--- src/sv/afd_pkg.sv ---
// ----------------------------------------------------------------------------
// afd_pkg
// Shared widths, codes, types and cell step functions for the array focusing
// delay block.
// ----------------------------------------------------------------------------
`default_nettype none

package afd_pkg;

  localparam int COORD_WIDTH = 24;
  localparam int SPEED_WIDTH = 18;
  localparam int DELAY_WIDTH = 32;
  localparam int APB_WIDTH   = 32;
  localparam int ADDR_WIDTH  = 5;

  // square root datapath: radicand below 2^(2W), root fits W bits
  localparam int RAD_WIDTH   = 2 * COORD_WIDTH;
  localparam int ROOT_WIDTH  = COORD_WIDTH;
  localparam int REM_WIDTH   = COORD_WIDTH + 2;
  localparam int SQRT_STEPS  = ROOT_WIDTH;

  // edge path minus element path(s), and its magnitude
  localparam int DIFF_WIDTH  = COORD_WIDTH + 2;
  localparam int MAG_WIDTH   = COORD_WIDTH + 1;

  // delay = (mag * 32000 + ss) / (2 * ss), rounded half away from zero
  localparam int SCALE_WIDTH = 15;
  localparam logic [SCALE_WIDTH-1:0] SCALE = SCALE_WIDTH'(32000);
  localparam int NUM_WIDTH   = MAG_WIDTH + SCALE_WIDTH + 1;
  localparam int DIV_WIDTH   = SPEED_WIDTH + 1;
  localparam int DIV_STEPS   = NUM_WIDTH;

  localparam logic [SPEED_WIDTH-1:0] SPEED_RESET = SPEED_WIDTH'(23744);
  localparam logic [COORD_WIDTH-1:0] RAD_CAP = COORD_WIDTH'(3) << (COORD_WIDTH - 2);

  typedef enum logic [2:0] {
    MODE_NONE = 3'd0,
    MODE_X    = 3'd1,
    MODE_Y    = 3'd2,
    MODE_XY   = 3'd3,
    MODE_SUM  = 3'd4,
    MODE_USER = 3'd5
  } mode_t;

  typedef enum logic [2:0] {
    REG_MODE   = 3'd0,
    REG_FOCAL  = 3'd1,
    REG_MAX_X  = 3'd2,
    REG_MAX_Y  = 3'd3,
    REG_RADIUS = 3'd4,
    REG_SPEED  = 3'd5
  } reg_idx_t;

  typedef struct packed {
    logic [2:0]                    mode;
    logic signed [COORD_WIDTH-1:0] focal;
    logic [COORD_WIDTH-2:0]        max_x;
    logic [COORD_WIDTH-2:0]        max_y;
    logic [COORD_WIDTH-1:0]        radius;
    logic [SPEED_WIDTH-1:0]        speed;
  } cfg_t;

  typedef struct packed {
    logic [RAD_WIDTH-1:0]  rad;
    logic [REM_WIDTH-1:0]  rem;
    logic [ROOT_WIDTH-1:0] root;
  } sqrt_t;

  // edge path, element path, second element path (x plus y mode)
  typedef struct packed {
    sqrt_t a;
    sqrt_t b;
    sqrt_t c;
  } sqrt3_t;

  typedef struct packed {
    logic [NUM_WIDTH-1:0] num;
    logic [DIV_WIDTH-1:0] rem;
    logic                 neg;
  } div_cell_t;

  function automatic logic [COORD_WIDTH-1:0] mag_of(logic [COORD_WIDTH-1:0] v);
    return v[COORD_WIDTH-1] ? (~v + COORD_WIDTH'(1)) : v;
  endfunction

  // one digit of the restoring square root
  function automatic sqrt_t sqrt_step(sqrt_t s);
    logic [REM_WIDTH+1:0] rem_sh;
    logic [REM_WIDTH+1:0] trial;
    logic [REM_WIDTH+1:0] dif;
    logic                 ge;
    sqrt_t                r;
    rem_sh = {s.rem, s.rad[RAD_WIDTH-1 -: 2]};
    trial  = {{(REM_WIDTH-ROOT_WIDTH){1'b0}}, s.root, 2'b01};
    ge     = (rem_sh >= trial);
    dif    = rem_sh - trial;
    r.rad  = {s.rad[RAD_WIDTH-3:0], 2'b00};
    r.rem  = ge ? dif[REM_WIDTH-1:0] : rem_sh[REM_WIDTH-1:0];
    r.root = {s.root[ROOT_WIDTH-2:0], ge};
    return r;
  endfunction

endpackage

`default_nettype wire

--- src/sv/afd_div_cell.sv ---
// ----------------------------------------------------------------------------
// afd_div_cell
// One quotient bit of a restoring divide; quotient bits shift into the low
// end of the numerator as it leaves the top.
// ----------------------------------------------------------------------------
`default_nettype none

module afd_div_cell (
  input  wire logic                         clk,
  input  wire logic                         rst_n,
  input  wire logic                         en,
  input  wire logic [afd_pkg::DIV_WIDTH-1:0] dvs,
  input  wire logic                         vld_i,
  input  wire afd_pkg::div_cell_t           d_i,
  output logic                              vld_o,
  output afd_pkg::div_cell_t                d_o
);
  import afd_pkg::*;

  logic                 vld_r;
  div_cell_t            d_r;
  logic [DIV_WIDTH:0]   rem_sh, dif;
  logic                 ge;

  always_comb begin
    rem_sh = {d_i.rem, d_i.num[NUM_WIDTH-1]};
    ge     = (rem_sh >= {1'b0, dvs});
    dif    = rem_sh - {1'b0, dvs};
  end

  always_ff @(posedge clk) begin
    if (!rst_n) begin
      vld_r <= 1'b0;
    end else if (en) begin
      vld_r <= vld_i;
    end
  end

  always_ff @(posedge clk) begin
    if (en) begin
      d_r.num <= {d_i.num[NUM_WIDTH-2:0], ge};
      d_r.rem <= ge ? dif[DIV_WIDTH-1:0] : rem_sh[DIV_WIDTH-1:0];
      d_r.neg <= d_i.neg;
    end
  end

  assign vld_o = vld_r;
  assign d_o   = d_r;

endmodule

`default_nettype wire

--- config.mk ---
export PLATFORM = sky130hd
export DESIGN_NAME = afd_div_cell
export DESIGN_NICKNAME = d
export VERILOG_FILES = /design/src/sv/afd_pkg.sv /design/src/sv/afd_div_cell.sv
export SDC_FILE = /design/constraint.sdc
export NUM_CORES = 1
export LEC_CHECK = 0
export BUFFER_PORTS_ARGS = -buffer_cell sky130_fd_sc_hd__clkbuf_2
export CORE_MARGIN = 2
export CORE_UTILIZATION = 51
export CTS_CLUSTER_SIZE = 24
export DETAILED_ROUTE_END_ITERATION = 10
export GPL_TIMING_DRIVEN = 0
export PLACE_DENSITY_LB_ADDON = 0.1
export SETUP_SLACK_MARGIN = 0.4
export SYNTH_ARGS = -nofsm -noshare
export SYNTH_HDL_FRONTEND = slang
export SYNTH_SLANG_ARGS = --single-unit
--- constraint.sdc ---
create_clock -name clk -period 6.9 [get_ports clk]
set_input_delay 1.38 -clock clk [delete_from_list [all_inputs] [get_ports clk]]
set_output_delay 1.38 -clock clk [all_outputs]
set_load 0.01 [all_outputs]
# ---- Word level (Yosys, flattened, before mapping)
# Cells that the tools add are included.
dict set report word_totals {
  ff_bits 62
  out_inout_bits 62
}
dict set report classes {
  n_mux 1
  n_lt_le_gt_ge 1
  addsub 1
}
# operator n
set op_table {}
lappend op_table {{20-bit by 19-bit >= comparator with 1-bit output} 1}
lappend op_table {{19-bit 2-to-1 mux} 1}
lappend op_table {{19-bit subtractor} 1}

# ---- Depth between registers and ports, before layout
# Gate-level depths: netlist of the first run.
dict set report logic_depth {
  word_depth 2
  mapped_depth 11
  ltp_nobuf 10
}

# ---- Worst setup path after synthesis of the first run
# No wires, ideal clock.
dict set report synth_path {
  path_kind {input-to-reg}
  from {input d_i[60] (netlist bit)}
  to {register d_r, in the netlist d_o[10] (data pin)}
  arrival_ps 3298
  setup_time_ps 260
  required_time_ps 6640
  setup_slack_ps 3342
  stages 10
  path_cell_list {inv_1 > ha_1 > fa_1 > nor2b_4 > o2111ai_2 > a21oi_2 > o21bai_2 > a31oi_4 > buf_12 > mux2_4}
}
dict set report synth_between {
  elab_chain_cells 2
}
# item line_no
set synth_lines {}
lappend synth_lines {{start, declared} afd_div_cell.sv:14} ;# input wire afd_pkg::div_cell_t d_i,
lappend synth_lines {{19-bit subtractor or 20-bit by 19-bit >= comparator with 1-bit output (tied branches)} {afd_div_cell.sv:28, afd_div_cell.sv:27}}
lappend synth_lines {{19-bit 2-to-1 mux *} afd_div_cell.sv:42} ;# d_r.rem <= ge ? dif[DIV_WIDTH-1:0] : rem_sh[DIV_WIDTH-1:0];
lappend synth_lines {{end, declared} afd_div_cell.sv:21} ;# div_cell_t d_r;
# Every way passes the cells marked *; elsewhere a longest branch is shown, timed or not.
# A chain may end at the register's enable or synchronous reset.

# ---- Worst setup path in the final report of the first run
dict set report layout_path {
  from {input d_i[60] (netlist bit)}
  to {register d_r, in the netlist d_o[15] (data pin)}
}
dict set report layout_between {
  elab_chain_cells 2
}
# item line_no
set layout_lines {}
lappend layout_lines {{20-bit by 19-bit >= comparator with 1-bit output} afd_div_cell.sv:27} ;# ge = (rem_sh >= {1'b0, dvs});
lappend layout_lines {{net ge} afd_div_cell.sv:23} ;# logic ge;
lappend layout_lines {{19-bit 2-to-1 mux} afd_div_cell.sv:42}
# The timed path passes the listed nets, and every way through them passes these cells.

==> flow_summary.yaml, run 1 <==
status:
  run_status: "finished clean"
synthesis:
  ys_seq_elements: 62
  yosysUniqueCellTypes: 46
  syn-cell-area_mm2: 0.003232
  yosysTopAreaCell: "edfxtp_1"
  synth_cells: 238
  synth.avg_cell_area_um2: 13.58
  synthTopCellsByArea: "edfxtp_1 57%, ha_1 7.4%, mux2_4 6.5%, inv_1 2.4%, xnor2_1 2.4%"
  synth_flop_cell: "edfxtp_1"
  ys_seq_area_share_pct: 57.30
  synth_fp_nets: 342
  yosys_warnings: 0
  async_flop_share_pct: 0
  synth-edff-count: 61
  synth_top_area_share_pct: 56.68
cts:
  cts_sinks: 62
  cts_made_buffers: 9
  cts_hold_buf: 0
  cts.path.max_buffers: 2
  htreeDepth: 3
  cts_tree: "done"
  clkSlewWorstSetupHoldPaths_ns: 0.07
  cts_resized: 0
  clockRootBuffer: "clkbuf_8"
  clk_latency_ns: 0.33
  post_cts_buffers: 0
worst_setup_path:
  worstPathArrival_ns: 3.60
  worstSetupEndpointType: "register"
  path_max_fanout: 10
  start_kind: "input port"
  r2r-start: "vld_o"
  cp.required_ns: 6.99
  critPathKind: "input port to register"
  worstSetupStartpoint: "d_i[60]"
floorplanning:
  io-pin-count: 146
  coreArea_mm2: 0.006241
  die_area_mm2: 0.006990
  dieHeight_um: 83.61
  dieWidth_um: 83.61
  rows: 29
  start_util_pct: 51.78
final_layout:
  fin_area_mm2: 0.004285
  area_delta_synth_final_pct: 32.60
  seqCellArea_mm2: 0.001852
  fillCellCount: 488
  multi_input_comb_area_mm2: 0.001240
  utilization_pct: 68.66
  finalNetCount: 498
  num_antenna_cells: 0
  drive_gt1_share_pct: 48.37
timing:
  max_slew_margin_pct: 42.44
  finClkSkew_ns: 0
  setup_violations: 0
  drv_slew: 0
  rsz0062_at_grt: "no"
  setup_tns_ns: 0
  maxClockFrequency_mhz: 284.5
  worst_slew_pin_slew_ns: 0.8634
  finalHoldViolations: 0
  worst_hold_slack_ns: 0.5308
  min_period_over_period_pct: 50.94
  fin_crit_ns: 3.515
drt:
  drt_iter0_drc: 114
  ant_nets: 0
  routedWlPerCell_um: 15.35
  wirelength_um: 7307
  drc: 0
  via_per_inst: 5.082
  firstDrtPassIters: 4
  vias: 2419
placement:
  portBuffers: 145
  gp_congestion: 0.8661
  dp_hpwl_um: 5530
  placed_area_mm2: 0.004056
global_route:
  grt_usage_pct: 21.40
  grt_pass1_wl_um: 11640
  grt_overflow: 0
  grt_max_degree: 63
  grt_pass1_vias: 2405
  antenna_found_initial: 0
hold_path:
  hp-class: "register to register"
  hold_start: "vld_o"
power:
  pwr_density_cell_mw_per_mm2: 254.1
  leakage_nw: 2.058
  peakVddDrop_mv: 0.1845
job:
  drv_cap: 0
==> final timing paths <==
| path | endpoint | slack, ns | cells after the start |
|---|---|---|---|
| hold reg to reg | vld_o | 0.53 | 2 |
| setup reg to reg | vld_o | 6.30 | 2 |
| hold / removal | vld_o | 0.53 | 2 |
| setup / recovery | d_o[15] | 3.39 | 11 |
==> layer usage <==
layer	vias up	wire, um	share of wire (%)	global-route usage, %
met2	106	3679	50	36.80
li1	1192	-	-	-
met5	-	0	0	0
met3	9	515	7.0	6.034
met1	1112	3002	41	25.79
met4	0	109	1.5	7.478
==> synthesized netlist by cell type, drive strengths merged, types with 2 or more instances <==
cell type	n
nand3	3
o2111ai	2
xnor2	9
nor2	9
nor2b	6
xor2	6
a31oi	3
mux2	15
inv	21
nand2	18
nor4	2
o21ai	6
o21a	4
mux2i	3
o21bai	2
a21o	8
edfxtp	61
ha	19
o31ai	2
buf	6
nand4	4
a21oi	17
==> area by class of cell <==
class,instances,share of cell area [%]
flip-flops and latches,62,43.21
multi-input cells,149,28.93
repair buffers,145,16.99
clock buffers,9,2.891
clock inverters,7,2.453
well taps,77,2.248
inverters,21,1.839
plain buffers,6,1.431
==> metrics by stage <==
stage	instances	setup slack (ns)	total power, mW
after floorplan	238	3.342	0.6397
after global placement	460	3.080	0.7254
after detailed placement	460	3.060	0.7330
after CTS	476	3.406	1.100
after global routing	476	3.328	1.138
final	476	3.385	1.089
==> registers in the layout (all words and copies together), names as in the netlist <==
register / flops
d_o: 61
vld_o: 1
==> layout by cell type, fill, tap and decap left out, types with 2 or more instances in the layout <==
master,count
a21o_1,8
nand4_1,3
nand2_1,18
nor2_1,9
bufinv_16,2
a31oi_1,2
inv_6,2
clkbuf_8,9
o21ai_0,4
mux2_4,14
o31ai_1,2
a21oi_1,14
xor2_1,6
ha_1,19
mux2i_1,3
xnor2_1,9
edfxtp_1,61
o21a_1,4
inv_1,21
buf_2,3
o21ai_1,2
a21oi_2,3
nor2b_1,5
clkbuf_2,144
nand3_1,3
==> kinds of logic (layout without fill, tap and decap cells) <==
group	count (synthesis)	in the layout	synth area share, %
flip-flops	62	62	57.30
AO/OA/AOI/OAI	48	48	10.80
AND/OR/NAND/NOR	48	48	7.743
buffers and inverters	27	188	4.336
adder cells (fa/ha/maj)	20	20	7.975
multiplexers	18	18	7.782
XOR/XNOR	15	15	4.065
==> critical path, cell delays in order <==
cell and delay [ns]:
clkbuf_2 0.07, inv_1 0.05, ha_1 0.20, fa_1 0.44
nor2b_4 0.15, o2111ai_2 0.16, a21oi_2 0.23, o21bai_2 0.10
a31oi_4 0.30, buf_8 0.20, mux2_4 0.31
==> where the power goes <==
part           internal, mW  switching, mW
sequential            0.463         0.0111
combinational         0.123          0.127
clock                 0.209          0.155
total                 0.796          0.293
No activity file was read; power rests on OpenSTA's default activity.
==> inputs of run 2 (changes only) <==
CORE_UTILIZATION = 47   (was 51)
clock period = 3.45 ns   (was 6.9 ns; I/O delays follow)
==> run 2 against run 1 <==
Effect of this change:
- total power rose by 89%
- critical endpoint is now d_o[17]
- flip-flop and latch count did not move
- via count fell by 1.6%
- clock skew did not move
- sequential share of layout area rose by 0.28 points
- highest routed layer unchanged
- largest power group unchanged
- non-clock buffer count did not move
- critical path depth did not move
- hold slack improved by 0.00068 ns
==> flow_summary.yaml, run 2 (synthesized netlist as in run 1, its figures left out) <==
timing:
  finalHoldViolations: 0
  setup_violations: 0
  worst_slew_pin_slew_ns: 0.8536
  finClkSkew_ns: 0
  worst_hold_slack_ns: 0.5315
  max_slew_margin_pct: 43.09
  drv_slew: 0
  rsz0062_at_grt: "no"
  setup_tns_ns: 0
  fin_crit_ns: 2.803
  maxClockFrequency_mhz: 356.8
  min_period_over_period_pct: 81.23
worst_setup_path:
  start_kind: "input port"
  path_max_fanout: 3
  worstSetupEndpointType: "register"
  critPathKind: "input port to register"
  cp.required_ns: 3.53
  worstPathArrival_ns: 2.88
global_route:
  grt_overflow: 0
  antenna_found_initial: 0
  grt_pass1_wl_um: 9977
  grt_usage_pct: 17.32
  grt_pass1_vias: 2222
  grt_max_degree: 63
drt:
  drt_iter0_drc: 93
  drc: 0
  ant_nets: 0
  via_per_inst: 4.969
  wirelength_um: 6560
  firstDrtPassIters: 4
  routedWlPerCell_um: 13.70
  vias: 2380
status:
  run_status: "finished clean"
cts:
  cts_hold_buf: 0
  cts_sinks: 62
  cts_made_buffers: 9
  post_cts_buffers: 0
  cts.path.max_buffers: 2
  cts_tree: "done"
  clk_latency_ns: 0.33
  clkSlewWorstSetupHoldPaths_ns: 0.07
  clockRootBuffer: "clkbuf_8"
  htreeDepth: 3
  cts_resized: 0
final_layout:
  finalNetCount: 498
  num_antenna_cells: 0
  fin_area_mm2: 0.004258
  largest_register_ffs: 61
  final_cell_mix: "144 x clkbuf_2, 61 x edfxtp_1, 21 x inv_1, 19 x ha_1, 18 x nand2_1"
  layout_commonest_cell: "clkbuf_2"
  fillCellCount: 588
  final_cell_count_no_fill: 479
  area_delta_synth_final_pct: 31.75
  drive_gt1_share_pct: 48.37
floorplanning:
  rows: 30
  dieWidth_um: 86.93
  dieHeight_um: 86.93
  die_area_mm2: 0.007556
  start_util_pct: 48.10
  coreArea_mm2: 0.006719
  io-pin-count: 146
placement:
  placed_area_mm2: 0.004060
  placed_cells: 463
  dp_hpwl_um: 5190
  portBuffers: 145
  gp_congestion: 0.8511
power:
  peakVddDrop_mv: 0.1742
  leakage_nw: 2.045
  pwr_density_cell_mw_per_mm2: 483.5
job:
  drv_cap: 0
hold_path:
  hp-class: "input port to register"
-- run 2: critical path, stage by stage --
cell and delay [ns]:
clkbuf_2 0.08, inv_1 0.04, ha_1 0.20, fa_1 0.45, nor2b_4 0.15, o2111ai_2 0.16
a21oi_2 0.23, nor2_1 0.11, o31ai_1 0.40, xor2_1 0.11, mux2_4 0.27
-- run 2: path summary, 6_finish.rpt --
kind | cells past startpoint | endpoint | from | slack (ns)
worst max-delay path | 11 | d_o[17] | d_i[60] | 0.65
worst min-delay path | 1 | d_o[60] | d_i[59] | 0.53
worst max register to register | 2 | vld_o | vld_o | 2.85
worst min register to register | 2 | vld_o | vld_o | 0.53
-- run 2: per-layer routing --
| layer | up-vias | part of all wire [%] | global-route usage, % |
|---|---|---|---|
| met1 | 1070 | 41 | 21.15 |
| met2 | 106 | 50 | 29.08 |
| li1 | 1198 | - | - |
| met4 | 0 | 0.91 | 5.682 |
| met5 | - | 0 | 0 |
| met3 | 6 | 8.3 | 5.498 |
-- run 2: layout make-up --
type	instances	area, um2	share of cell area, %
sequential	62	1852	43.49
clock buffer	9	123.9	2.909
buffer	6	61.31	1.440
timing repair buffer	145	728.2	17.10
inverter	21	78.83	1.851
multi-input combinational	149	1240	29.12
tap	80	100.1	2.351
clock inverter	7	73.82	1.734
-- run 2: report_power, final --
group          switching, mW  internal [mW]
clock                  0.284          0.335
combinational          0.247          0.247
sequential            0.0188          0.926
total                  0.550           1.51
-- run 2: stage by stage --
stage                     util, %  setup slack (ns)  total power [mW]
after detailed placement    60.43            0.2934             1.461
after global placement      60.39            0.3310             1.454
after global routing        63.37            0.5352             2.168
final                       63.37            0.6475             2.059
after floorplan                 -            0.5818             1.279
after CTS                   63.37            0.6513             2.089
