===== config.mk =====
export PLATFORM = sky130hd
export DESIGN_NAME = afd_sqrt_cell
export DESIGN_NICKNAME = d
export VERILOG_FILES = /design/src/sv/afd_pkg.sv /design/src/sv/afd_sqrt_cell.sv
export SDC_FILE = /design/constraint.sdc
export NUM_CORES = 1
export LEC_CHECK = 0
export CORE_AREA = 10 10 223 225
export CTS_BUF_LIST = sky130_fd_sc_hd__clkbuf_2
export DETAILED_ROUTE_END_ITERATION = 12
export DIE_AREA = 0 0 233 235
export DONT_BUFFER_PORTS = 1
export PLACE_DENSITY = 0.54
export SYNTH_ARGS = -nofsm -noshare
export SYNTH_HDL_FRONTEND = slang
export SYNTH_SLANG_ARGS = --single-unit

===== constraint.sdc =====
create_clock -name clk -period 5.8 [get_ports clk]
set_clock_uncertainty 0.05 [all_clocks]
set_input_delay 0.58 -clock clk [delete_from_list [all_inputs] [get_ports clk]]
set_output_delay 0.58 -clock clk [all_outputs]
set_load 0.01 [all_outputs]

===== src/sv/afd_pkg.sv =====
// ----------------------------------------------------------------------------
// afd_pkg
// Shared widths, codes, types and cell step functions for the array focusing
// delay block.
// ----------------------------------------------------------------------------
`default_nettype none

package afd_pkg;

  localparam int COORD_WIDTH = 24;
  localparam int SPEED_WIDTH = 18;
  localparam int DELAY_WIDTH = 32;
  localparam int APB_WIDTH   = 32;
  localparam int ADDR_WIDTH  = 5;

  // square root datapath: radicand below 2^(2W), root fits W bits
  localparam int RAD_WIDTH   = 2 * COORD_WIDTH;
  localparam int ROOT_WIDTH  = COORD_WIDTH;
  localparam int REM_WIDTH   = COORD_WIDTH + 2;
  localparam int SQRT_STEPS  = ROOT_WIDTH;

  // edge path minus element path(s), and its magnitude
  localparam int DIFF_WIDTH  = COORD_WIDTH + 2;
  localparam int MAG_WIDTH   = COORD_WIDTH + 1;

  // delay = (mag * 32000 + ss) / (2 * ss), rounded half away from zero
  localparam int SCALE_WIDTH = 15;
  localparam logic [SCALE_WIDTH-1:0] SCALE = SCALE_WIDTH'(32000);
  localparam int NUM_WIDTH   = MAG_WIDTH + SCALE_WIDTH + 1;
  localparam int DIV_WIDTH   = SPEED_WIDTH + 1;
  localparam int DIV_STEPS   = NUM_WIDTH;

  localparam logic [SPEED_WIDTH-1:0] SPEED_RESET = SPEED_WIDTH'(23744);
  localparam logic [COORD_WIDTH-1:0] RAD_CAP = COORD_WIDTH'(3) << (COORD_WIDTH - 2);

  typedef enum logic [2:0] {
    MODE_NONE = 3'd0,
    MODE_X    = 3'd1,
    MODE_Y    = 3'd2,
    MODE_XY   = 3'd3,
    MODE_SUM  = 3'd4,
    MODE_USER = 3'd5
  } mode_t;

  typedef enum logic [2:0] {
    REG_MODE   = 3'd0,
    REG_FOCAL  = 3'd1,
    REG_MAX_X  = 3'd2,
    REG_MAX_Y  = 3'd3,
    REG_RADIUS = 3'd4,
    REG_SPEED  = 3'd5
  } reg_idx_t;

  typedef struct packed {
    logic [2:0]                    mode;
    logic signed [COORD_WIDTH-1:0] focal;
    logic [COORD_WIDTH-2:0]        max_x;
    logic [COORD_WIDTH-2:0]        max_y;
    logic [COORD_WIDTH-1:0]        radius;
    logic [SPEED_WIDTH-1:0]        speed;
  } cfg_t;

  typedef struct packed {
    logic [RAD_WIDTH-1:0]  rad;
    logic [REM_WIDTH-1:0]  rem;
    logic [ROOT_WIDTH-1:0] root;
  } sqrt_t;

  // edge path, element path, second element path (x plus y mode)
  typedef struct packed {
    sqrt_t a;
    sqrt_t b;
    sqrt_t c;
  } sqrt3_t;

  typedef struct packed {
    logic [NUM_WIDTH-1:0] num;
    logic [DIV_WIDTH-1:0] rem;
    logic                 neg;
  } div_cell_t;

  function automatic logic [COORD_WIDTH-1:0] mag_of(logic [COORD_WIDTH-1:0] v);
    return v[COORD_WIDTH-1] ? (~v + COORD_WIDTH'(1)) : v;
  endfunction

  // one digit of the restoring square root
  function automatic sqrt_t sqrt_step(sqrt_t s);
    logic [REM_WIDTH+1:0] rem_sh;
    logic [REM_WIDTH+1:0] trial;
    logic [REM_WIDTH+1:0] dif;
    logic                 ge;
    sqrt_t                r;
    rem_sh = {s.rem, s.rad[RAD_WIDTH-1 -: 2]};
    trial  = {{(REM_WIDTH-ROOT_WIDTH){1'b0}}, s.root, 2'b01};
    ge     = (rem_sh >= trial);
    dif    = rem_sh - trial;
    r.rad  = {s.rad[RAD_WIDTH-3:0], 2'b00};
    r.rem  = ge ? dif[REM_WIDTH-1:0] : rem_sh[REM_WIDTH-1:0];
    r.root = {s.root[ROOT_WIDTH-2:0], ge};
    return r;
  endfunction

endpackage

`default_nettype wire


===== src/sv/afd_sqrt_cell.sv =====
// ----------------------------------------------------------------------------
// afd_sqrt_cell
// One root digit for three independent lanes; cells chain into a pipelined
// integer square root.
// ----------------------------------------------------------------------------
`default_nettype none

module afd_sqrt_cell (
  input  wire logic            clk,
  input  wire logic            rst_n,
  input  wire logic            en,
  input  wire logic            vld_i,
  input  wire afd_pkg::sqrt3_t d_i,
  output logic                 vld_o,
  output afd_pkg::sqrt3_t      d_o
);
  import afd_pkg::*;

  logic   vld_r;
  sqrt3_t d_r;

  always_ff @(posedge clk) begin
    if (!rst_n) begin
      vld_r <= 1'b0;
    end else if (en) begin
      vld_r <= vld_i;
    end
  end

  always_ff @(posedge clk) begin
    if (en) begin
      d_r.a <= sqrt_step(d_i.a);
      d_r.b <= sqrt_step(d_i.b);
      d_r.c <= sqrt_step(d_i.c);
    end
  end

  assign vld_o = vld_r;
  assign d_o   = d_r;

endmodule

`default_nettype wire


==> results of run 1 <==
[stage by stage]
step                      worst slack, ns  util [%]  cells  instance area, µm²  hold WS (ns)
after detailed placement            1.871     31.66   1592               14280        0.5231
after floorplan                     2.354         -   1013               13650        0.4883
after global placement              1.870     31.66   1592               14280        0.5175
[synthesized netlist by cell type (all sizes together), types with 6 or more instances]
| library cell | instances | area (µm²) |
|---|---|---|
| edfxtp | 288 | 8648 |
| nor2b | 10 | 70.06 |
| o21ai | 62 | 325.3 |
| a211oi | 11 | 92.58 |
| clkbuf | 13 | 48.80 |
| mux2 | 48 | 578.1 |
| a31oi | 6 | 37.54 |
| nor3 | 15 | 75.07 |
| and3 | 9 | 56.30 |
| nand2 | 74 | 277.8 |
| nand3 | 18 | 90.09 |
| nand4 | 10 | 62.56 |
| a21o | 24 | 180.2 |
| ha | 78 | 975.9 |
| nand2b | 13 | 81.33 |
| xnor2 | 45 | 394.1 |
| o21bai | 7 | 52.55 |
| a21oi | 58 | 294.0 |
| buf | 11 | 93.84 |
| nor2 | 35 | 131.4 |
| inv | 92 | 345.3 |
| o21a | 6 | 45.04 |
| xor2 | 24 | 210.2 |
[cell families after synthesis]
family	share of synthesized area (%)
other cells	0.02752
mux	4.536
fa+ha+maj	7.162
flops	63.61
compound gates	9.834
buf+inv	3.581
xor+xnor	4.435
simple gates	6.813
==> flow_metrics.py, run 1 <==
metrics = {
    "yosys": {
        "syn-mean-instance-area_um2": 13.52,
        "ys_seq_area_share_pct": 63.61,
        "synth_edf_count": 288,
        "ys_async_sr_fraction_pct": 0,
        "yosysWarningCount": 0,
        "ys.flop_type": "edfxtp_1",
        "synth_seq_cells": 289,
        "synth_cell_types": 64,
        "synth_area_um2": 13630,
        "synthCells": 1008,
    },
    "clock_tree": {
        "numCtsBuffers": 79,
        "htree_num_levels": 3,
        "root_buffer": "clkbuf_2",
        "ctsHoldBuffers": 348,
        "ctsResizeCount": 0,
        "postCtsSetupRepairBufs": 0,
        "clkSinkCount": 289,
        "clockBufferDepth": 3,
    },
    "die": {
        "die_x_um": 233,
        "io_pins": 593,
        "fp.dieH_um": 235,
        "fp-row-count": 78,
        "start_util_pct": 30.22,
    },
    "run_status": {
        "stop_error": "[ERROR RSZ-0060] Max buffer count reached.",
        "status": "did not finish",
        "failed_stage": "clock tree synthesis",
    },
    "placed_design": {
        "dp_hpwl_um": 34140,
        "gp_congestion": 0.8279,
        "port_buffers": 0,
    },
}
==> run 2, diff against run 1 <==
- CORE_AREA: 10 10 223 225 -> 10 10 225 227
- CTS_BUF_LIST: sky130_fd_sc_hd__clkbuf_2 -> not set
- DIE_AREA: 0 0 233 235 -> 0 0 235 237
- PLACE_DENSITY: 0.54 -> not set
- PLACE_DENSITY_LB_ADDON: not set -> 0.15
==> run 2 against run 1 <==
Synthesized area unchanged. Synthesized cell count unchanged. The run now ends clean.
==> flow_metrics.py, run 2 <==
metrics = {
    "placed_design": {
        "place_area_um2": 14290,
        "placed_cells": 1599,
        "port_buffers": 0,
        "dp_hpwl_um": 35120,
        "place_ws_ns": 1.872,
        "gp_congestion": 0.8351,
    },
    "yosys": {
        "ys_seq_area_share_pct": 63.61,
        "synth_common_cells": "edfxtp_1, inv_1, ha_1",
        "ys_async_sr_fraction_pct": 0,
        "yosysTopAreaCell": "edfxtp_1",
        "synth-xor-area-share_pct": 4.435,
        "syn-mean-instance-area_um2": 13.52,
        "synth-simple-area-share_pct": 6.813,
        "synthCells": 1008,
        "synth_edf_count": 288,
        "synth_area_um2": 13630,
        "synth.top_cell.area_share_pct": 63.47,
        "ys.flop_type": "edfxtp_1",
        "synth.top_cells.by_area": "edfxtp_1, ha_1, xnor2_1",
        "synth_cell_types": 64,
        "synthMuxAreaShare_pct": 4.536,
        "synth_compound_area_share_pct": 9.834,
        "synthAdderAreaFrac_pct": 7.162,
        "synth_top_family_by_area": "compound AO/OA/AOI/OAI gates",
        "yosysWarningCount": 0,
        "synth_seq_cells": 289,
        "yosysMostFrequentCell": "edfxtp_1",
    },
    "timing": {
        "slew_headroom_pct": 50.31,
        "finalCritPeriodShare_pct": 57.96,
        "finalHoldViolations": 0,
        "fmaxAchievable_ghz": 0.2975,
        "fin_setup_tns_ns": 0,
        "setup_violations": 0,
        "drv_slew": 0,
        "timing.final.ws_setup_ns": 2.438,
        "worst_slew_pin_slew_ns": 0.7357,
        "rsz0062_at_grt": "false",
        "fin_crit_ns": 3.362,
    },
    "clock_tree": {
        "clkSinkCount": 289,
        "cts_tree": "yes",
        "clock_latency_ns": 0.52,
        "ctsResizeCount": 0,
        "clk_pin_slew_ns": 0.06,
        "htree_num_levels": 2,
        "postCtsSetupRepairBufs": 0,
        "clockBufferDepth": 3,
        "root_buffer": "clkbuf_16",
        "ctsHoldBuffers": 0,
        "numCtsBuffers": 35,
    },
    "worst_setup_path": {
        "worstReg2RegEnd": "vld_o",
        "worstRegToRegCells": 2,
        "r2r_start": "vld_o",
        "cp.required_ns": 6.03,
        "crit_fanout": 27,
        "crit_start": "d_i[101]",
        "worstSetupPathType": "in2reg",
        "cp.arrival_ns": 3.59,
        "cp-end-kind": "register",
        "crit_end": "d_o[140]",
        "start_kind": "input pin",
        "rrSetupSlack_ns": 5.11,
    },
    "pwr": {
        "power.density_nw_per_um2": 364.7,
        "finalPower_w": 0.005634,
        "cellLeakagePower_nw": 5.806,
        "ir_worst_vdd_v": 0.0002278,
    },
    "cells_and_area": {
        "stdcell_count": 1662,
        "drive_gt1_share_pct": 9.953,
        "final_common_cell": "edfxtp_1",
        "syn_to_final_growth_pct": 13.36,
        "nNetsFinal": 1405,
        "finalInstanceArea_um2": 15450,
        "largest_reg_flops": 288,
        "final_cell_mix": "edfxtp_1, inv_1, ha_1, nand2_1, a21oi_1",
        "insertedDiodeCount": 0,
    },
    "routing": {
        "avgViaCountPerCell": 4.898,
        "first_iter_violations": 433,
        "avgRoutedWirePerCell_um": 26.74,
        "vias": 8141,
        "drt.antenna.violating_nets": 0,
        "wirelength_um": 44450,
        "drt_drc_violations_left": 0,
        "dr.pass1.iters": 5,
    },
    "global_routing": {
        "first_global_vias": 8342,
        "grt_pass1_wl_um": 62690,
        "antenna_found_initial": 4,
        "grt_overflow": 0,
        "grt_max_degree": 290,
        "grt_util_all_layers_pct": 15.03,
    },
    "die": {
        "io_pins": 593,
        "dieArea_um2": 55700,
        "fp-row-count": 79,
        "fp.dieH_um": 237,
        "start_util_pct": 29.52,
        "core_area_um2": 46160,
        "die_x_um": 235,
    },
    "flow_run": {
        "maxCapViolCount": 0,
    },
    "min_path": {
        "hold_depth": 0,
        "hp-class": "in2reg",
        "min_from": "d_i[63]",
    },
    "run_status": {
        "status": "completed",
    },
}
==> run 2: area by class of cell <==
cell class                      instances  area [µm²]
Fill cell                            4480       30710
Sequential cell                       289        8668
Multi-Input combinational cell        608        4489
Clock buffer                           43       927.1
Tap cell                              607       759.5
Inverter                               92       345.3
Clock inverter                         20       235.2
Timing Repair Buffer                    3       22.52
==> run 2: worst min path at each step <==
stage                     endpoint  slack [ns]
after floorplan              vld_o        0.49
after global placement       vld_o        0.52
after detailed placement     vld_o        0.52
after CTS                  d_o[85]        0.04
after global routing      d_o[250]        0.04
final                      d_o[65]        0.08
==> run 2: routing by layer <==
layer / routed length [µm] / track usage, % / share of wire (%)
met5: 27 / 0 / 0.061
met1: 16820 / 16.56 / 38
met3: 4718 / 7.549 / 11
met4: 667 / 3.402 / 1.5
met2: 22220 / 25.50 / 50
==> run 2: critical path, cell delays in order <==
cell       delay, ns
inv_1           0.02
ha_1            0.36
a21o_1          0.21
or3_1           0.30
o21ai_1         0.32
o21ai_1         0.23
a21oi_2         0.30
o21ai_1         0.15
o2111ai_1       0.18
and3_1          0.17
buf_4           0.36
mux2_2          0.39
==> run 2: cells by family after synthesis <==
kind of cell / Yosys count
DFF: 289
AOI/OAI and AO/OA: 208
and+or+nand+nor: 195
buffers and inverters: 116
adders and majority gates: 78
xor gates and xnor gates: 69
muxes: 52
other: 1
==> run 2: metrics by stage <==
stage,utilization [%],hold slack [ns]
after global placement,30.95,0.5169
after floorplan,-,0.4883
after global routing,33.46,0.04067
final,33.46,0.08335
after CTS,33.46,0.03855
after detailed placement,30.95,0.5224
==> run 2: where the power goes <==
part / internal (W) / switching, W / leakage, nW / total (W)
Sequential: 0.00258 / 0.000246 / 2.83 / 0.00282
Combinational: 0.000274 / 0.000316 / 2.42 / 0.000590
Clock: 0.00133 / 0.000891 / 0.557 / 0.00222
Note: power is estimated with default switching activity, not from simulation.
==> run 3, diff against run 2 <==
- clock period: 5.8 -> 2.92 ns (I/O delays scaled with it)
==> run 3 against run 2 <==
The flow now finishes with violations (negative hold slack). Critical path type unchanged. Utilization increased by 7.7 points. Flip-flop and latch count unchanged. Non-clock buffer count increased by 359.
==> flow_metrics.py, run 3 (synthesis gave the netlist of run 2 again) <==
metrics = {
    "routing": {
        "first_iter_violations": 595,
        "avgRoutedWirePerCell_um": 24.42,
        "wirelength_um": 49370,
        "avgViaCountPerCell": 4.732,
        "vias": 9569,
        "drt_drc_violations_left": 0,
        "dr.pass1.iters": 4,
        "drt.antenna.violating_nets": 0,
    },
    "min_path": {
        "hp-class": "in2reg",
    },
    "worst_setup_path": {
        "cp.required_ns": 3.15,
        "cp-end-kind": "register",
        "start_kind": "input pin",
        "cp_common_cell": "o21ai_2",
        "path_cells": "dlygate4sd3_1 -> inv_1 -> ha_1 -> nand2b_1 -> a21oi_1 -> o21ai_2 -> o21ai_2 -> a21oi_2 -> o21ai_1 -> o2111ai_1 -> and3_1 -> buf_12 -> mux2_2",
        "crit_fanout": 21,
        "worstSetupPathType": "in2reg",
        "crit_path_max_incr_delay_ns": 0.55,
        "crit_path_top_delay_cell": "dlygate4sd3_1",
        "cp.arrival_ns": 2.98,
    },
    "pwr": {
        "ir_worst_vdd_v": 0.0004648,
        "power.density_nw_per_um2": 616.3,
        "power_frac_seq_pct": 48.0,
        "pwr-share-clk_pct": 37.7,
        "power_switching_w": 0.003004,
        "p_comb_share_pct": 14.3,
        "p_int_w": 0.008711,
        "p_sw_share_pct": 25.64,
        "cellLeakagePower_nw": 7.383,
    },
    "clock_tree": {
        "clkSinkCount": 289,
        "clock_latency_ns": 0.53,
        "ctsResizeCount": 0,
        "clk_pin_slew_ns": 0.05,
        "cts_tree": "yes",
        "root_buffer": "clkbuf_16",
        "numCtsBuffers": 35,
        "ctsHoldBuffers": 286,
        "htree_num_levels": 2,
        "clockBufferDepth": 3,
        "postCtsSetupRepairBufs": 0,
    },
    "die": {
        "die_x_um": 235,
        "core_area_um2": 46160,
        "dieArea_um2": 55700,
        "start_util_pct": 29.52,
        "fp.dieH_um": 237,
        "fp-row-count": 79,
        "io_pins": 593,
    },
    "timing": {
        "fin_hold_ws_ns": -0.1841,
        "worst_slew_pin_slew_ns": 0.5533,
        "drv_slew": 0,
        "fmaxAchievable_ghz": 0.3636,
        "timing.final.ws_setup_ns": 0.1697,
        "slew_headroom_pct": 62.16,
        "rsz0062_at_grt": "false",
        "finalCritPeriodShare_pct": 94.19,
        "fin_crit_ns": 2.750,
        "finalHoldViolations": 126,
        "setup_violations": 0,
    },
    "cells_and_area": {
        "nNetsFinal": 1764,
        "stdcell_count": 2022,
        "syn_to_final_growth_pct": 39.51,
        "final_cell_mix": "edfxtp_1, dlygate4sd3_1, inv_1, nand2_1, buf_4",
        "n_fill_cell": 4274,
        "final_common_cell": "edfxtp_1",
        "drive_gt1_share_pct": 13.59,
        "largest_reg_flops": 288,
    },
    "global_routing": {
        "grt_max_degree": 290,
        "antenna_found_initial": 7,
        "grt_overflow": 0,
        "first_global_vias": 10210,
        "grt_util_all_layers_pct": 16.83,
        "grt_pass1_wl_um": 70750,
    },
    "placed_design": {
        "port_buffers": 0,
        "placed_cells": 1672,
        "gp_congestion": 0.8038,
        "dp_hpwl_um": 36170,
        "place_ws_ns": -0.1035,
    },
    "run_status": {
        "violations": "negative hold slack",
        "status": "finished with violations",
    },
    "flow_run": {
        "maxCapViolCount": 0,
    },
}
## run 3: changes by cell type in the layout (fill, tap and decap cells not counted), sizes merged
cell and delta:
dlygate4sd3 +286, diode +2, clkinv -1, clkinvlp -1, inv -1, clkbuf +2
buf +73
## run 3: layout make-up
| class | instances | area [µm²] | area share, % |
|---|---|---|---|
| antenna | 2 | 5.005 | 0.02633 |
| tap | 607 | 759.5 | 3.995 |
| clock buffer | 45 | 944.7 | 4.969 |
| timing repair buffer | 362 | 3471 | 18.26 |
| sequential | 289 | 8668 | 45.60 |
| clock inverter | 17 | 211.5 | 1.112 |
| multi-input combinational | 608 | 4603 | 24.21 |
| inverter | 92 | 347.8 | 1.830 |
## run 3: per-stage QoR
stage / instance area (µm²) / util, % / setup TNS, ns / power (W)
floorplan: 13770 / - / -0.4177 / 0.006501
global placement: 14990 / 32.47 / -1.521 / 0.007069
detailed placement: 14990 / 32.47 / -3.413 / 0.007055
CTS: 19010 / 41.17 / 0 / 0.01190
global route: 19010 / 41.18 / 0 / 0.01225
finish: 19010 / 41.18 / 0 / 0.01172
## run 3: worst max-delay path: cells and delay by family
kind	cells	cell delay [ns]
AOI/OAI and AO/OA	6	0.98
buffers and inverters	3	0.80
and+or+nand+nor	2	0.41
muxes	1	0.28
adders and majority gates	1	0.20
## run 3: per-layer routing
metal  vias up  part of all wire [%]  wire length (µm)  global-route usage [%]
met5         -                 0.089                44                       0
met4         8                   2.1              1044                   4.575
met3        61                   9.1              4500                   6.715
met2       387                    51             25040                   29.37
met1      4609                    38             18740                   18.68
li1       4504                     -                 -                       -
## run 3: worst paths after layout
check           start  endpoint  slack, ns  depth (start not counted)
min reg2reg     vld_o     vld_o       1.10                          3
min                en  d_o[256]      -0.18                          0
max reg2reg     vld_o     vld_o       1.65                          3
max          d_i[195]  d_o[138]       0.17                         13
## run 3: power groups by stage
stage | registers (W) | logic [W] | clock network (W)
2_1_floorplan | 0.00552 | 0.000985 | 0
3_3_place_gp | 0.00574 | 0.00133 | 0
3_5_place_dp | 0.00573 | 0.00133 | 0
4_1_cts | 0.00565 | 0.00168 | 0.00457
5_1_grt | 0.00567 | 0.00185 | 0.00473
6_report | 0.00562 | 0.00167 | 0.00442
==> run 4, diff against run 3 <==
- ABC_AREA: not set -> 1
- CORE_AREA: 10 10 225 227 -> 10 10 223 225
- DIE_AREA: 0 0 235 237 -> 0 0 233 235
==> run 4 against run 3 <==
The run still ends with negative hold slack left. Setup slack improved by 0.34 ns. Clock power fell by 7.5%. Final area rose by 7.9%. Synthesized area rose by 17%. Flip-flop and latch count did not move. First-iteration DRC count rose by 78%. Utilization rose by 4.3 points. Sequential share of layout area fell by 3.3 points. Largest power group unchanged.
==> flow_metrics.py, run 4 <==
metrics = {
    "clock_tree": {
        "htree_num_levels": 2,
        "clockBufferDepth": 3,
        "numCtsBuffers": 34,
        "ctsHoldBuffers": 284,
        "clkSinkCount": 289,
        "cts_tree": "yes",
        "root_buffer": "clkbuf_16",
        "clk_pin_slew_ns": 0.06,
        "postCtsSetupRepairBufs": 0,
        "ctsResizeCount": 0,
        "clock_latency_ns": 0.55,
    },
    "cells_and_area": {
        "finalInstanceArea_um2": 20510,
        "multi_input_area_um2": 5655,
        "syn_to_final_growth_pct": 28.84,
        "final_cell_mix": "nand2_1, inv_1, edfxtp_1, dlygate4sd3_1, nor2_1",
        "drive_gt1_share_pct": 4.374,
        "final_common_cell": "nand2_1",
        "ff_latch_area_um2": 8668,
        "n_fill_cell": 4328,
        "largest_reg_flops": 288,
        "nNetsFinal": 2480,
        "stdcell_count": 2729,
    },
    "die": {
        "fp-row-count": 78,
        "start_util_pct": 35.31,
        "dieArea_um2": 54760,
        "die_x_um": 233,
        "fp.dieH_um": 235,
        "core_area_um2": 45090,
        "io_pins": 593,
    },
    "global_routing": {
        "grt_use_met1_pct": 24.42,
        "grtUsageMet2_pct": 36.38,
        "grt_util_all_layers_pct": 20.84,
        "antenna_found_initial": 6,
        "first_global_vias": 13080,
        "grt_overflow": 0,
        "groute.layer.met3.usage_pct": 6.357,
        "top_usage_layer": "met2",
        "grt_max_degree": 291,
        "grt_pass1_wl_um": 86060,
    },
    "worst_setup_path": {
        "cp.arrival_ns": 2.66,
        "start_kind": "input pin",
        "cp-end-kind": "register",
        "cp.required_ns": 3.16,
        "worstSetupPathType": "in2reg",
        "crit_fanout": 22,
    },
    "routing": {
        "wirelength_um": 58950,
        "first_iter_violations": 1060,
        "drt.antenna.violating_nets": 0,
        "avgViaCountPerCell": 4.755,
        "drt_drc_violations_left": 0,
        "avgRoutedWirePerCell_um": 21.60,
        "vias": 12980,
        "dr.pass1.iters": 5,
    },
    "flow_run": {
        "maxCapViolCount": 0,
    },
    "timing": {
        "fmaxAchievable_ghz": 0.4148,
        "finalHoldViolations": 93,
        "fin_setup_tns_ns": 0,
        "drv_slew": 0,
        "timing.final.ws_setup_ns": 0.5090,
        "setup_violations": 0,
        "worst_slew_pin_slew_ns": 0.6339,
        "slew_headroom_pct": 57.74,
        "fin_hold_ws_ns": -0.1864,
        "fin_crit_ns": 2.411,
        "finalCritPeriodShare_pct": 82.57,
        "rsz0062_at_grt": "false",
    },
    "yosys": {
        "synth_area_um2": 15920,
        "ys_seq_area_share_pct": 54.44,
        "syn-mean-instance-area_um2": 8.866,
        "yosysTopAreaCell": "edfxtp_1",
        "synth_cell_types": 32,
        "yosysWarningCount": 0,
        "ys.flop_type": "edfxtp_1",
        "yosysMostFrequentCell": "nand2_1",
        "ys_async_sr_fraction_pct": 0,
        "synth_edf_count": 288,
        "synth.top_cells.by_area": "edfxtp_1, nand2_1, inv_1",
        "synth.top_cell.area_share_pct": 54.31,
        "synth_common_cells": "nand2_1, inv_1, edfxtp_1",
        "synthCells": 1796,
        "synth_seq_cells": 289,
    },
    "placed_design": {
        "gp_congestion": 0.9089,
        "place_area_um2": 16590,
        "place_ws_ns": 0.3894,
        "placed_cells": 2384,
        "port_buffers": 0,
        "dp_hpwl_um": 44720,
    },
    "pwr": {
        "power.density_nw_per_um2": 558.6,
        "finalPower_w": 0.01146,
        "ir_worst_vdd_v": 0.0004770,
        "cellLeakagePower_nw": 9.613,
    },
    "run_status": {
        "status": "finished with violations",
        "violations": "negative hold slack",
    },
    "min_path": {
        "hp-class": "in2reg",
    },
}
-- run 4: cell types whose count changed after synthesis, moves of 16 or more --
cell,change
xnor2_1,-42
a21o_1,-21
nand2_1,+538
nand3_1,+58
mux2_2,-31
nand4_1,+50
nor2_1,+51
inv_1,+287
o21ai_0,-16
-- run 4: area by class of cell --
class | instances | area share [%]
diodes | 3 | 0.03659
clock buffers | 38 | 4.221
clock inverters | 20 | 0.9941
inverters | 379 | 6.935
multi-input cells | 1103 | 27.57
flip-flops and latches | 289 | 42.25
well taps | 600 | 3.659
repair buffers | 297 | 14.33
-- run 4: power by group --
| part | internal, W | leakage [nW] | switching (W) |
|---|---|---|---|
| clock network | 0.00234 | 0.516 | 0.00175 |
| logic | 0.000747 | 6.27 | 0.00103 |
| registers | 0.00510 | 2.83 | 0.000491 |
-- run 4: cell families after synthesis --
family | count (synthesis) | synth area share, %
AND/OR/NAND/NOR | 882 | 23.67
buffers and inverters | 409 | 10.16
flip-flops | 289 | 54.44
AO/OA/AOI/OAI | 98 | 3.434
adder cells (fa/ha/maj) | 78 | 6.129
XOR/XNOR | 39 | 2.145
other | 1 | 0.02355
-- run 4: per-layer routing --
metal / wire length, µm / vias to the layer above
met5: 38 / -
met4: 1163 / 6
met3: 4801 / 67
met2: 29620 / 498
met1: 23320 / 6050
li1: - / 6356
-- run 4: path summary, 6_finish.rpt --
check / end / startpoint / slack, ns / cells past startpoint
worst max-delay path: d_o[147] / d_i[195] / 0.51 / 13
worst min register to register: vld_o / vld_o / 1.09 / 3
worst max register to register: vld_o / vld_o / 1.66 / 3
worst min-delay path: d_o[100] / en / -0.19 / 0
-- run 4: stage by stage --
step                utilization, %  hold WS [ns]
finish                       45.50       -0.1864
global route                 45.48       -0.2167
CTS                          45.48       -0.2026
detailed placement           36.80        0.3409
global placement             36.80        0.3410
floorplan                        -        0.3355
-- run 4: worst max-delay path, cell delays in order --
cell and delay [ns]:
dlygate4sd3_1 0.55, inv_1 0.12, ha_1 0.20, inv_1 0.07, nand3_1 0.06, nand3_1 0.14
nand2_1 0.12, nand3_2 0.11, nand2_2 0.33, nand3_2 0.13, buf_4 0.24, nand3_1 0.20
nand2_1 0.07
